File: src/rtl/particle_splat_accumulator_defines.svh
// ============================================================================
// Particle splat accumulator assertion macros
// Shared concurrent assertion wrappers; empty when SYNTHESIS is defined.
// ============================================================================
`ifndef PARTICLE_SPLAT_ACCUMULATOR_DEFINES_SVH
`define PARTICLE_SPLAT_ACCUMULATOR_DEFINES_SVH
`ifndef SYNTHESIS
// Property checked at every clock edge outside reset
`define PSA_ASSERT(lbl, clk, rst, prop) \
  lbl: assert property (@(posedge clk) disable iff (rst) prop) else $error("assertion failed");
// Antecedent implies consequent in the next cycle
`define PSA_ASSERT_NEXT(lbl, clk, rst, ante, cons) \
  lbl: assert property (@(posedge clk) disable iff (rst) (ante) |=> (cons)) \
    else $error("assertion failed");
`else
`define PSA_ASSERT(lbl, clk, rst, prop)
`define PSA_ASSERT_NEXT(lbl, clk, rst, ante, cons)
`endif
`endif

File: src/rtl/psa_pkg.sv
// ============================================================================
// Particle splat accumulator package
// Sizes, command and register codes, arithmetic unit types, exp2 table.
// ============================================================================
`timescale 1ns / 1ps
`default_nettype none

package psa_pkg;

  // Frame geometry
  localparam int IMAGE_WIDTH  = 256;
  localparam int IMAGE_HEIGHT = 256;
  localparam int DOT_SPAN     = 8;
  localparam int HALF_SPAN    = DOT_SPAN / 2;
  localparam int NPIX         = IMAGE_WIDTH * IMAGE_HEIGHT;
  localparam int ADDR_W       = $clog2(NPIX);
  localparam int MAX_DIM      = (IMAGE_WIDTH > IMAGE_HEIGHT) ? IMAGE_WIDTH : IMAGE_HEIGHT;
  localparam int COORD_W      = $clog2(MAX_DIM + 1);
  localparam int PIX_W        = 48;

  typedef logic [ADDR_W-1:0]  addr_t;
  typedef logic [COORD_W-1:0] coord_t;

  // Border limits on Q.16 pixel coordinates
  localparam longint X_LO = longint'(DOT_SPAN) << 16;
  localparam longint X_HI = longint'(IMAGE_WIDTH - DOT_SPAN) << 16;
  localparam longint Y_LO = longint'(DOT_SPAN) << 16;
  localparam longint Y_HI = longint'(IMAGE_HEIGHT - DOT_SPAN) << 16;

  // Commands
  localparam logic [1:0] CMD_CLEAR = 2'd0;
  localparam logic [1:0] CMD_SPLAT = 2'd1;
  localparam logic [1:0] CMD_READ  = 2'd2;

  // Register indexes
  localparam int CFG_IDX_W = 3;
  localparam logic [CFG_IDX_W-1:0] REG_INV_EXTENT   = 3'd0;
  localparam logic [CFG_IDX_W-1:0] REG_SHARPNESS_SQ = 3'd1;
  localparam logic [CFG_IDX_W-1:0] REG_BRIGHTNESS   = 3'd2;
  localparam logic [CFG_IDX_W-1:0] REG_VEL_MIN      = 3'd3;
  localparam logic [CFG_IDX_W-1:0] REG_VEL_MAX      = 3'd4;

  // Fixed-point constants
  localparam logic [39:0] EXP_CAP   = 40'h80_0000_0000;
  localparam logic [16:0] LOG2E_Q16 = 17'd94548;
  localparam int          COL_THIRD = 21823;

  // 2^(2^-k) in Q.30
  localparam logic [30:0] POW2_TAB [16] = '{
    31'd1518500250, 31'd1276901415, 31'd1170923763, 31'd1121280436,
    31'd1097253713, 31'd1085434103, 31'd1079572136, 31'd1076653033,
    31'd1075196443, 31'd1074468888, 31'd1074105294, 31'd1073923544,
    31'd1073832680, 31'd1073787251, 31'd1073764537, 31'd1073753181
  };

  // Shared arithmetic unit
  localparam logic [1:0] ARITH_MUL  = 2'd0;
  localparam logic [1:0] ARITH_DIV  = 2'd1;
  localparam logic [1:0] ARITH_SQRT = 2'd2;

  typedef struct packed {
    logic        start;
    logic [1:0]  op;
    logic [55:0] a;
    logic [39:0] b;
  } arith_ctl_t;

  typedef struct packed {
    logic busy;
    logic done;
  } arith_sts_t;

endpackage

`default_nettype wire

File: src/rtl/psa_arith.sv
// ============================================================================
// Shared arithmetic unit
// Registered 32x32 multiply, 40-bit restoring divide, 56-bit integer sqrt.
// ============================================================================
`timescale 1ns / 1ps
`default_nettype none
`include "particle_splat_accumulator_defines.svh"

module psa_arith (
  input  wire logic                 clk,
  input  wire logic                 rst,
  input  wire psa_pkg::arith_ctl_t  ctl,
  output psa_pkg::arith_sts_t       sts,
  output logic [63:0]               res
);

  logic        busy;
  logic        done;
  logic [1:0]  op_r;
  logic [5:0]  cnt;
  logic [39:0] quo;
  logic [40:0] rem;
  logic [39:0] den;
  logic [55:0] rad;
  logic [31:0] srem;
  logic [27:0] root;

  logic [63:0] prod;
  logic [40:0] rem_sh;
  logic        div_ge;
  logic [40:0] rem_next;
  logic [39:0] quo_next;
  logic [31:0] sr_sh;
  logic [31:0] trial;
  logic        sq_ge;
  logic [31:0] srem_next;
  logic [27:0] root_next;

  assign sts.busy = busy;
  assign sts.done = done;

  // Multiply, one divide step, one sqrt step
  always_comb begin
    prod      = ctl.a[31:0] * ctl.b[31:0];
    rem_sh    = {rem[39:0], quo[39]};
    div_ge    = rem_sh >= {1'b0, den};
    rem_next  = div_ge ? (rem_sh - {1'b0, den}) : rem_sh;
    quo_next  = {quo[38:0], div_ge};
    sr_sh     = {srem[29:0], rad[55:54]};
    trial     = {2'b00, root, 2'b01};
    sq_ge     = sr_sh >= trial;
    srem_next = sq_ge ? (sr_sh - trial) : sr_sh;
    root_next = {root[26:0], sq_ge};
  end

  // Control
  always_ff @(posedge clk) begin
    if (rst) begin
      busy <= 1'b0;
      done <= 1'b0;
    end else begin
      done <= 1'b0;
      if (ctl.start) begin
        case (ctl.op) inside
          psa_pkg::ARITH_MUL: done <= 1'b1;
          psa_pkg::ARITH_DIV,
          psa_pkg::ARITH_SQRT: busy <= 1'b1;
          default: done <= 1'b1;
        endcase
      end else if (busy && cnt == 6'd1) begin
        busy <= 1'b0;
        done <= 1'b1;
      end
    end
  end

  // Datapath
  always_ff @(posedge clk) begin
    if (ctl.start) begin
      op_r <= ctl.op;
      case (ctl.op)
        psa_pkg::ARITH_MUL: res <= prod;
        psa_pkg::ARITH_DIV: begin
          quo <= ctl.a[39:0];
          den <= ctl.b;
          rem <= '0;
          cnt <= 6'd40;
        end
        psa_pkg::ARITH_SQRT: begin
          rad  <= ctl.a;
          srem <= '0;
          root <= '0;
          cnt  <= 6'd28;
        end
        default: res <= '0;
      endcase
    end else if (busy) begin
      cnt <= cnt - 6'd1;
      if (op_r == psa_pkg::ARITH_DIV) begin
        rem <= rem_next;
        quo <= quo_next;
        res <= 64'(quo_next);
      end else begin
        srem <= srem_next;
        root <= root_next;
        rad  <= {rad[53:0], 2'b00};
        res  <= 64'(root_next);
      end
    end
  end

  `PSA_ASSERT_NEXT(a_mul_one_cycle, clk, rst, ctl.start && ctl.op == psa_pkg::ARITH_MUL, sts.done)
  `PSA_ASSERT(a_busy_from_start, clk, rst, $rose(busy) |-> $past(ctl.start))

endmodule

`default_nettype wire
File: config.mk
export PLATFORM = sky130hd
export DESIGN_NAME = psa_arith
export DESIGN_NICKNAME = d
export VERILOG_FILES = /design/src/rtl/psa_pkg.sv /design/src/rtl/psa_arith.sv
export VERILOG_INCLUDE_DIRS = /design/src /design/src/rtl
export SDC_FILE = /design/constraint.sdc
export NUM_CORES = 2
export LEC_CHECK = 0
export BUFFER_PORTS_ARGS = -buffer_cell sky130_fd_sc_hd__buf_2
export CORE_UTILIZATION = 56
export CTS_CLUSTER_DIAMETER = 120
export CTS_CLUSTER_SIZE = 14
export DETAILED_ROUTE_END_ITERATION = 12
export GPL_TIMING_DRIVEN = 0
export PLACE_DENSITY = 0.73
export SYNTH_ARGS = -nofsm -noshare
export SYNTH_HDL_FRONTEND = slang
export SYNTH_SLANG_ARGS = --single-unit
File: constraint.sdc
create_clock -name clk -period 15 [get_ports clk]
set_input_delay 0.75 -clock clk [delete_from_list [all_inputs] [get_ports clk]]
set_output_delay 0.75 -clock clk [all_outputs]
set_load 0.05 [all_outputs]
==> impl_metrics.py <==
metrics = {
    "worst_hold_path": {
        "worst_hold_path.endpoint": "den[39]$_DFFE_PP_",
        "whs_path_depth": 1,
        "worst_min_path_class": "primary input to register",
        "hp-start": "ctl[39]",
    },
    "setup_path": {
        "critical_path_class": "primary input to register",
        "worstRegToRegCells": 13,
        "worstPathRequired_ns": 15.36,
        "worst-path-max-fanout": 10,
        "regToRegEndpoint": "srem[28]$_SDFFCE_PP0P_",
        "endpoint_kind": "register",
        "critPathLaunchType": "primary input",
        "timing.critical_path.arrival_ns": 9.56,
        "r2r_setup_slack_ns": 11.14,
        "regToRegStartpoint": "root[0]$_SDFFCE_PP0P_",
    },
    "floorplan": {
        "die-area_um2": 89510,
        "die_h_um": 299.2,
        "num_io_pins": 167,
        "core.rowCount": 108,
        "floorplan.initialDensity_pct": 56.75,
        "floorplan.die.width_um": 299.2,
        "core-area_um2": 87160,
    },
    "outcome": {
        "result_of_the_run": "complete, no violations",
    },
    "yosys": {
        "syn-instance-count": 5287,
        "postSynthAreaPerCell_um2": 9.355,
        "yosys_register_bits": 308,
        "postSynth.topFlopCell": "sky130_fd_sc_hd__edfxtp_1",
        "netlist-cell-type-count": 76,
        "ys.warnings.count": 0,
        "synth-edff-count": 306,
        "synthArstFlopShare_pct": 0,
        "synth.cell_area_um2": 49460,
        "synthesis.nets": 6623,
        "synth-seq-area-share_pct": 18.66,
    },
    "detailed_routing": {
        "ant_nets": 0,
        "num_vias": 39422,
        "routed_wirelength_um": 172000,
        "first_iter_violations": 3777,
        "route.detailed.wl_per_inst_um": 25.80,
        "drt_pass_1_iters": 6,
        "avgViaCountPerCell": 5.914,
        "post-route-drc-count": 0,
    },
    "sta": {
        "period_needed_ns": 9.197,
        "setup_repair_after_global_routing_missed_its_margin": "false",
        "setup_tns_ns": 0,
        "period_utilisation_layout_pct": 61.32,
        "transition_time_at_the_pin_with_the_least_slew_margin_ns": 1.452,
        "fin_worst_skew_ns": 0.06236,
        "timing_hold_violations_final": 0,
        "slew_viol_final": 0,
        "fmaxAchievable_mhz": 108.7,
        "timing.max_slew.rel_slack_pct": 3.233,
        "finalSetupViolCount": 0,
    },
    "cells_and_area": {
        "nFillCells": 7788,
        "net_count_reported_at_finish": 6824,
        "regArea_um2": 9229,
        "final_layout_size_suffix_gt1_share_pct": 4.728,
        "syn_to_layout_area_delta_pct": 6.534,
        "multiInputGateArea_um2": 35230,
        "mostFrequentLayoutCells": "sky130_fd_sc_hd__inv_1, sky130_fd_sc_hd__fa_1, sky130_fd_sc_hd__nand2_1",
        "final_common_cell": "sky130_fd_sc_hd__inv_1",
    },
    "clock_tree": {
        "postCtsSetupRepairBufs": 0,
        "numClockSinks": 308,
        "htree_levels": 1,
        "cts_made_buffers": 26,
        "cts_root_buffer": "sky130_fd_sc_hd__clkbuf_16",
        "cts_hold_buffers": 0,
        "post_cts.resized_instances": 0,
        "clk_pin_slew_worst_paths_ns": 0.08,
        "clock_tree_from_tritoncts": "done",
        "ctsLongestPathBuffers": 3,
        "later_pin_clock_latency_in_the_skew_report_ns": 0.61,
    },
    "global_routing": {
        "number_of_global_route_vias_before_repair": 39942,
        "grt_pass1_wl_um": 253500,
        "pin_count_of_the_biggest_net_entering_global_routing": 66,
        "antenna_found_initial": 17,
        "grt_usage_pct": 38.96,
        "global_route.overflow_total": 0,
    },
    "placement": {
        "placement.io_buffers": 166,
        "hpwlAfterDp_um": 141800,
        "gp_congestion": 1.055,
    },
    "run": {
        "max-cap-violations": 0,
    },
}
==> worst max-delay path, stage by stage <==
cell,delay [ns]
sky130_fd_sc_hd__buf_2,0.25
sky130_fd_sc_hd__clkbuf_1,0.80
sky130_fd_sc_hd__and2_1,0.27
sky130_fd_sc_hd__fa_1,0.41
sky130_fd_sc_hd__inv_1,0.08
sky130_fd_sc_hd__fa_1,0.43
sky130_fd_sc_hd__fa_1,0.58
sky130_fd_sc_hd__fa_1,0.58
sky130_fd_sc_hd__inv_1,0.05
sky130_fd_sc_hd__fa_1,0.50
sky130_fd_sc_hd__inv_1,0.06
sky130_fd_sc_hd__fa_1,0.53
sky130_fd_sc_hd__inv_1,0.05
sky130_fd_sc_hd__fa_1,0.53
sky130_fd_sc_hd__fa_1,0.48
sky130_fd_sc_hd__ha_1,0.30
sky130_fd_sc_hd__buf_2,0.18
sky130_fd_sc_hd__nand4_1,0.16
sky130_fd_sc_hd__or3_1,0.42
sky130_fd_sc_hd__nor3b_1,0.18
sky130_fd_sc_hd__a21oi_1,0.30
sky130_fd_sc_hd__nand4b_1,0.40
sky130_fd_sc_hd__nand2_1,0.34
sky130_fd_sc_hd__o21ai_1,0.27
sky130_fd_sc_hd__o31ai_1,0.35
sky130_fd_sc_hd__mux2i_1,0.32
==> cells in the mapped netlist, drive strengths merged (9+ instances only) <==
cell / n / area share [%]
o211ai: 15 / 0.24
o22ai: 27 / 0.34
mux2: 18 / 0.41
o31ai: 11 / 0.20
a21o: 78 / 1.2
xnor2: 61 / 1.1
xor2: 46 / 0.81
edfxtp: 306 / 19
inv: 1039 / 7.9
mux2i: 11 / 0.22
nand2b: 12 / 0.15
ha: 338 / 8.6
nor4: 9 / 0.11
nand2: 796 / 6.0
nor3: 22 / 0.22
o21ai: 172 / 1.7
buf: 23 / 0.25
nor2: 154 / 1.2
o21bai: 26 / 0.39
a31oi: 16 / 0.20
and2: 492 / 6.2
fa: 897 / 36
and3: 9 / 0.11
o21a: 20 / 0.30
or3: 11 / 0.14
a21oi: 207 / 2.1
nand4: 34 / 0.43
clkbuf: 270 / 2.0
a211oi: 23 / 0.37
nand3: 55 / 0.56
==> flip-flops by register name, summed over array words and instances (netlist names) <==
register	flops
cnt	6
res	64
rad	56
root	28
busy	1
done	1
quo	40
rem	40
srem	30
den	40
op_r	2
==> stage by stage <==
stage                     hold slack (ns)  setup slack (ns)  utilization [%]  std cells  instance area (um2)
after floorplan                    0.5054             7.460                -       5287                49460
after global placement             0.5275             5.398            59.36       6608                51740
after detailed placement           0.5399             5.404            59.59       6615                51940
after CTS                          0.3177             5.986            60.42       6654                52660
after global routing               0.3313             5.622            60.43       6656                52670
final                              0.3229             5.803            60.46       6666                52690
==> cell families (layout without fill, tap and decap cells) <==
| logic type | Yosys count | count (layout) | share of synthesized area (%) |
|---|---|---|---|
| buffers and inverters | 1333 | 1545 | 10.19 |
| other | 0 | 12 | 0 |
| muxes | 29 | 29 | 0.6324 |
| AOI/OAI and AO/OA | 652 | 652 | 8.169 |
| adders and majority gates | 1235 | 1235 | 44.86 |
| xor gates and xnor gates | 107 | 107 | 1.895 |
| and+or+nand+nor | 1623 | 1623 | 15.60 |
| DFF | 308 | 308 | 18.66 |
==> layer usage <==
metal	part of all wire [%]	vias up	global-route usage [%]
met2	46	2186	61.63
met1	35	19841	47.78
li1	-	16798	-
met5	0.035	-	0
met3	10	587	9.132
met4	8.1	10	26.07
==> how the worst max path moves through the flow <==
stage	endpoint	cells after the start	start	slack, ns
2_1_floorplan	res[55]$_SDFFCE_PN0P_	25	ctl[2]	7.46
3_3_place_gp	res[61]$_SDFFCE_PN0P_	26	ctl[55]	5.40
3_5_place_dp	res[53]$_SDFFCE_PN0P_	26	ctl[55]	5.40
4_1_cts	res[53]$_SDFFCE_PN0P_	26	ctl[55]	5.99
5_1_grt	res[53]$_SDFFCE_PN0P_	26	ctl[55]	5.62
6_report	res[53]$_SDFFCE_PN0P_	26	ctl[55]	5.80
==> layout make-up <==
type | count | area share [%]
multi-input combinational | 3646 | 66.86
inverter | 1040 | 7.409
tap | 1155 | 2.743
sequential | 308 | 17.51
buffer | 293 | 2.158
clock inverter | 3 | 0.06649
clock buffer | 36 | 1.306
timing repair buffer | 173 | 1.885
antenna | 12 | 0.05699
Power is left out: the tool's default activity adds up to more than one toggle a clock period on the data nets, which glitch-free logic cannot reach.
